`src/hw/rtl/pvda_pkg.sv`:
```
// Package for the polyline voxel density accumulator: volume sizes, opcodes,
// register reset values and divider types. No dependencies.
package pvda_pkg;

  localparam int VOL_X             = 128;
  localparam int VOL_Y             = 128;
  localparam int VOL_Z             = 64;
  localparam int MAX_SEGMENT_STEPS = 1024;
  localparam int COUNT_BITS        = 16;

  localparam int STORE_SIZE = VOL_X * VOL_Y * VOL_Z;
  localparam int ADDR_W     = (STORE_SIZE > 1) ? $clog2(STORE_SIZE) : 1;
  localparam int CX_W       = (VOL_X > 1) ? $clog2(VOL_X) : 1;
  localparam int CY_W       = (VOL_Y > 1) ? $clog2(VOL_Y) : 1;
  localparam int CZ_W       = (VOL_Z > 1) ? $clog2(VOL_Z) : 1;
  localparam int STEP_W     = $clog2(MAX_SEGMENT_STEPS + 1);

  localparam logic [COUNT_BITS-1:0] COUNT_MAX = '1;

  // Fixed-point widths.
  localparam int ACC_W = 48;   // Q.30 accumulators for secondary axes
  localparam int SUM_W = 60;   // Q.24 matrix row sums
  localparam int VOX_W = SUM_W - 24;

  // Divider: |num| << 30 / den, quotient never above 2^30. A coordinate
  // difference needs 33 bits of magnitude.
  localparam int DIV_W = 33;
  localparam int QUO_W = 31;
  localparam int CNT_W = $clog2(QUO_W);

  localparam int NUM_CFG = 6;
  localparam int CFG_W   = 64;
  localparam int CIDX_W  = 3;

  localparam logic [CFG_W-1:0] CFG_RST_0 = 64'h0000_0000_0001_0000;
  localparam logic [CFG_W-1:0] CFG_RST_1 = 64'h0;
  localparam logic [CFG_W-1:0] CFG_RST_2 = 64'h0001_0000_0000_0000;
  localparam logic [CFG_W-1:0] CFG_RST_3 = 64'h0;
  localparam logic [CFG_W-1:0] CFG_RST_4 = 64'h0;
  localparam logic [CFG_W-1:0] CFG_RST_5 = 64'h0000_0000_0001_0000;

  localparam logic [1:0] OP_ADD   = 2'd0;
  localparam logic [1:0] OP_READ  = 2'd1;
  localparam logic [1:0] OP_CLEAR = 2'd2;

  typedef struct packed {
    logic busy;
    logic done;
  } div_stat_t;

endpackage

```
`src/hw/rtl/pvda_div.sv`:
```
// Restoring divider for segment slopes, one quotient bit per cycle.
// Depends on pvda_pkg.
module pvda_div import pvda_pkg::*; (
  input  logic             clk,
  input  logic             rst,
  input  logic             start,
  input  logic [DIV_W-1:0] num_mag,
  input  logic [DIV_W-1:0] den,
  output logic [QUO_W-1:0] quo,
  output div_stat_t        stat
);

  logic [DIV_W:0]   rem;
  logic [DIV_W-1:0] den_r;
  logic [CNT_W-1:0] cnt;
  logic             ge;
  logic [DIV_W:0]   diff;

  // The numerator never exceeds the divisor, so the partial remainder
  // stays below twice the divisor.
  assign ge   = rem >= {1'b0, den_r};
  assign diff = ge ? rem - {1'b0, den_r} : rem;

  always_ff @(posedge clk) begin
    if (rst) begin
      stat <= '0;
    end else begin
      stat.done <= 1'b0;
      if (start) begin
        rem       <= {1'b0, num_mag};
        den_r     <= den;
        quo       <= '0;
        cnt       <= CNT_W'(QUO_W - 1);
        stat.busy <= 1'b1;
      end else if (stat.busy) begin
        quo <= {quo[QUO_W-2:0], ge};
        rem <= {diff[DIV_W-1:0], 1'b0};
        if (cnt == '0) begin
          stat.busy <= 1'b0;
          stat.done <= 1'b1;
        end else begin
          cnt <= cnt - 1'b1;
        end
      end
    end
  end

endmodule

```
`config.mk`:
```
export PLATFORM = sky130hd
export DESIGN_NAME = pvda_div
export DESIGN_NICKNAME = d
export VERILOG_FILES = /design/src/hw/rtl/pvda_pkg.sv /design/src/hw/rtl/pvda_div.sv
export SDC_FILE = /design/constraint.sdc
export NUM_CORES = 1
export LEC_CHECK = 0
export BUFFER_PORTS_ARGS = -buffer_cell sky130_fd_sc_hd__buf_2
export CAP_MARGIN = 20
export CORE_MARGIN = 2
export CORE_UTILIZATION = 45
export CTS_CLUSTER_SIZE = 8
export DETAILED_ROUTE_END_ITERATION = 16
export PLACE_DENSITY_LB_ADDON = 0.2
export SLEW_MARGIN = 10
export SYNTH_ARGS = -nofsm -noshare
export SYNTH_HDL_FRONTEND = slang
export SYNTH_SLANG_ARGS = --single-unit
```
`constraint.sdc`:
```
create_clock -name clk -period 5 [get_ports clk]
set_input_delay 0.5 -clock clk [delete_from_list [all_inputs] [get_ports clk]]
set_output_delay 0.5 -clock clk [all_outputs]
set_load 0.02 [all_outputs]
```
# Word-level counts from Yosys, hierarchy flattened
# Cells that the tools add are included.
[classes]
n_bitwise = 2
add_sub_neg = 2
n_shift = 0
reduce_logical = 6
order_cmp = 1
div = 0
n_eq_ne = 1
n_mul = 0
mux = 9
[op_table]
columns = ["cell", "n"]
rows = [
  ["two-way mux 33 bit", 2],
  ["greater-or-equal comparator 34 x 33 -> 1 bit", 1],
  ["two-way mux 34 bit", 1],
  ["subtractor 33 bit", 1],
  ["two-way mux 31 bit", 1],
  ["two-way mux 5 bit", 2],
  ["zero test 5 bit", 1],
  ["subtractor 5 x 1 -> 5 bit, second input constant", 1],
  ["two-way mux 2 bit", 2],
  ["AND reduction 2 bit", 2],
  ["AND reduction 3 bit", 1],
  ["OR reduction 3 bit", 1],
  ["inequality test 2 bit, second input constant", 1],
  ["inverter 1 bit", 2],
  ["nonzero test 2 bit", 1],
  ["two-way mux 1 bit", 1],
]
[totals]
ramBits = 0
register_bits = 105
out_inout_bits = 33
mem_bits_ro = 0
in_bits = 69
wordCells = 28
n_memories = 0
latchBits = 0

# Depth between registers and ports, before layout
[logic_depth]
word_depth = 4
depth_mapped = 13
mapped_depth_nobuf = 12

# Worst setup path after synthesis
# Ideal clock, no wire load.
[synth_timing]
path_kind = "input-to-reg"
start = "input start"
end = "register quo[0] (enable)"
path_stages = 4
t_required_ns = 4.512
arrival_time_ns = 3.842
slack_ns = 0.670
setup_ns = 0.488
n_path_buf = 2
cell_sequence = "clkbuf_1 clkbuf_1 nor2_1 nor2_1"
[synth_via]
elab_chain_cells = 2
[synth_lines]
columns = ["item", "line_no", "text"]
rows = [
  ["start: declaration", "pvda_div.sv:6", "input logic start,"],
  ["nonzero test 2 bit (no line)", "--", ""],
  ["AND reduction 2 bit (no line)", "--", ""],
  ["end signal: assignment", "pvda_div.sv:36", "quo <= {quo[QUO_W-2:0], ge};"],
  ["end: declaration", "pvda_div.sv:9", "output logic [QUO_W-1:0] quo,"],
]
# No other way between the ends.
# A chain may end at the register's enable or synchronous reset.

# Worst setup path after layout
[layout_timing]
start = "register rem[19]"
end = "register rem[26] (data pin)"
[layout_via]
elab_chain_cells = 4
elab_cells_between_ends = 5
cone_classes = "add/sub (1); order compare (1); mux (3)"
[layout_lines]
columns = ["item", "line_no", "text"]
rows = [
  ["start: declaration", "pvda_div.sv:13", "logic [DIV_W:0] rem;"],
  ["start signal: assignment", "pvda_div.sv:30", "rem <= {1'b0, num_mag};"],
  ["start signal: assignment", "pvda_div.sv:37", "rem <= {diff[DIV_W-1:0], 1'b0};"],
  ["subtractor 33 bit / greater-or-equal comparator 34 x 33 -> 1 bit (equally long branches)", "pvda_div.sv:22, pvda_div.sv:21", ""],
  ["two-way mux 33 bit (*)", "pvda_div.sv:22", "assign diff = ge ? rem - {1'b0, den_r} : rem;"],
  ["two-way mux 34 bit (*)", "pvda_div.sv:35", "end else if (stat.busy) begin"],
  ["two-way mux 33 bit (*)", "pvda_div.sv:29", "if (start) begin"],
]
# Mark *: on every way between the ends. The rest lies on a longest branch, timed or not. The select of a mux whose other input is x is not followed.

==> results.ini <==
[run_status]
result_of_the_run=complete, no violations

[placement]
dp.final_hpwl_um=9490
postPlaceCellArea_um2=6790
gp_congestion=0.891
place_ws_ns=1.51
numPortBuffers=101

[synth]
synth.largest_area_cell=sky130_fd_sc_hd__edfxtp_1
synth_top_cell_area_share_pct=50.3
ys_async_sr_fraction_pct=0
synth.avg_cell_area_um2=10.5
post_synthesis_sequential_area_ratio_pct=51.0
post_synth_main_area_contributors=sky130_fd_sc_hd__edfxtp_1 (50%), sky130_fd_sc_hd__ha_1 (6.9%), sky130_fd_sc_hd__nand2_1 (4.0%), sky130_fd_sc_hd__a21oi_1 (3.7%), sky130_fd_sc_hd__nor2b_1 (3.6%)
synth_ff_type=sky130_fd_sc_hd__edfxtp_1
synthesis.area_um2=6140
ys_seq_elements=105
postSynthCellCount=584
synth_enable_flop_cells=103
synth_cell_type_count=63
synth.net_count=688
yosysWarnings=0

[global_route]
global_route_wire_length_before_repair_um=21900
antenna_found_initial=0
gr-total-overflow=0
groute.usage.overall_pct=19.0
grt_start_max_net_pins=68
first_global_vias=4532

[die]
top_level_ports=102
die_x_um=121
floorplan.die_area_um2=14600
die_y_um=121
core_region_area_um2=13300
initial_utilization_pct=46.2
num_rows=42

[power_and_ir_drop]
pwr-share-clk_pct=27.9
p_sw_share_pct=31.5
power-per-cell-area_nw_per_um2=346
total_power_mw=2.45
power.static_leakage_nw=2.95
power_report.internal_total_mw=1.68
pwr-share-comb_pct=27.7
ir_worst_vdd_mv=0.167
power.sequential.fraction_pct=44.4
switchingPower_mw=0.772

[critical_path]
critical-path-top-delay-family=compound AO/OA/AOI/OAI gates
ff2ff_path_depth=8
cp_slowest_cell=sky130_fd_sc_hd__a211o_2
start_kind=flip-flop
worstPathMaxFanout=39
worstPathCellList=ha_1 > nand4_2 > nor4b_4 > nand3_2 > a2111oi_2 > a211o_2 > nand2_1 > o21ai_0
cp_slowest_stage_delay_ns=0.78
endpoint_type_of_the_worst_setup_path=flip-flop
setup_slack_of_the_most_critical_reg_to_reg_path_ns=1.46
cp_depth=8
cp_data_required_time_ns=5.20
timing.critical_path.arrival_ns=3.74
timing.rr.start=rem[19]
critPathBufInv=0
worst_r2r_endpoint=rem[26]
timing.setup.critical_path_class=flip-flop to flip-flop

[sta]
worst_rel_slew_slack_pct=35.2
maxClockFrequency_mhz=282
finalSetupViolations=0
hold_violations=0
period_minus_slack_ns=3.54
rsz0062_at_grt=no
timing.final.ws_setup_ns=1.46
max_slew.worst_pin.slew_ns=0.970
setup_tns_ns=0
post-route-period-util_pct=70.9
timing.clock.skew_ns=0.00707
slew_viol_final=0

[clocking]
postCtsSetupBuffers=0
tritoncts.num_buffers=9
cts_resized=0
clk_root_buffer_cell=sky130_fd_sc_hd__clkbuf_16
cts.sink_count=105
cts_max_path_buffers=2
clk_latency_ns=0.36
htree_levels=3
holdBufCountCts=0
clk_pin_slew_worst_paths_ns=0.07
cts_tree=done

[finish]
layout.filler_cells=1187
post-route-cell-area_um2=7070
final_core_utilization_pct=53.2
final_common_cell=sky130_fd_sc_hd__edfxtp_1
drive_gt1_share_pct=19.8
diodes=0
area_growth_syn_to_layout_pct=15.1
finalNetCount=780
layout_common_cells=sky130_fd_sc_hd__edfxtp_1 (103), sky130_fd_sc_hd__buf_2 (101), sky130_fd_sc_hd__nand2_1 (65)

[drt]
final_antenna_net_count=0
routed-via-count=4619
avgViaCountPerCell=5.39
wl_per_cell_um=15.4
drtIter0Drc=312
post-route-drc-count=0
drt_pass1_iterations=5
route.final.wire_length_um=13200

[hold_path]
holdPathStages=1
min-delay-start=den[0]
min_to=den_r[0]
holdCritPathClass=input port to flip-flop

[flow_run]
drv.max_cap_violation_count=0

-- flip-flops by register name, summed over array words and instances (netlist names) --
signal and flops:
rem 34, den_r 33, quo 31, cnt 5
stat 2
-- synth_stat cells, types with 7 or more instances --
cell type                  number
sky130_fd_sc_hd__a21o_1         8
sky130_fd_sc_hd__a21oi_1       45
sky130_fd_sc_hd__clkbuf_1      17
sky130_fd_sc_hd__edfxtp_1     103
sky130_fd_sc_hd__ha_1          34
sky130_fd_sc_hd__inv_1         42
sky130_fd_sc_hd__mux2i_1       21
sky130_fd_sc_hd__nand2_1       65
sky130_fd_sc_hd__nand3_1        8
sky130_fd_sc_hd__nand4_1        8
sky130_fd_sc_hd__nor2_1        28
sky130_fd_sc_hd__nor2b_1       35
sky130_fd_sc_hd__nor3b_1        7
sky130_fd_sc_hd__o21ai_0       43
sky130_fd_sc_hd__o21ai_1       12
sky130_fd_sc_hd__xnor2_1       19
sky130_fd_sc_hd__xor2_1         9
-- area by class of cell --
| cell class | instances | area (um2) | share of cell area, % |
|---|---|---|---|
| clock inverters | 7 | 62.6 | 0.884 |
| flip-flops and latches | 105 | 3130 | 44.3 |
| repair buffers | 104 | 528 | 7.47 |
| multi-input cells | 414 | 2750 | 38.8 |
| clock buffers | 9 | 225 | 3.18 |
| well taps | 176 | 220 | 3.11 |
| inverters | 42 | 158 | 2.23 |
-- layer usage --
metal | global-route usage, % | share of wire (%)
met2 | 30.2 | 46
met4 | 6.69 | 1.8
met1 | 25.9 | 47
met3 | 3.82 | 5.0
met5 | 0 | 0
-- power groups by stage --
| stage | logic, mW | clock network, mW | registers (mW) |
|---|---|---|---|
| after global placement | 0.665 | 0 | 1.11 |
| after CTS | 0.679 | 0.711 | 1.09 |
| after detailed placement | 0.674 | 0 | 1.11 |
| final | 0.680 | 0.683 | 1.09 |
| after global routing | 0.763 | 0.740 | 1.10 |
| after floorplan | 0.503 | 0 | 1.12 |
-- worst max-delay path by stage --
stage,slack [ns],from,to
CTS,1.47,rem[19],rem[26]
finish,1.46,rem[19],rem[26]
detailed placement,1.51,rem[19],rem[25]
global route,1.23,rem[7],rem[28]
floorplan,0.67,start,quo[0]
global placement,1.58,rem[0],rem[28]
-- through the flow --
step | hold WS, ns | std cells
floorplan | 0.556 | 584
global placement | 0.485 | 841
detailed placement | 0.492 | 841
CTS | 0.294 | 857
global route | 0.297 | 857
finish | 0.310 | 857
-- kinds of logic (layout without fill, tap and decap cells) --
group | Yosys count | after routing | synth area share [%]
buf+inv | 65 | 162 | 4.46
xor+xnor | 28 | 28 | 3.99
mux | 22 | 22 | 3.60
simple gates | 179 | 179 | 14.9
flops | 105 | 105 | 51.0
compound gates | 150 | 150 | 14.8
fa+ha+maj | 35 | 35 | 7.25
No activity file was read; power rests on OpenSTA's default activity.
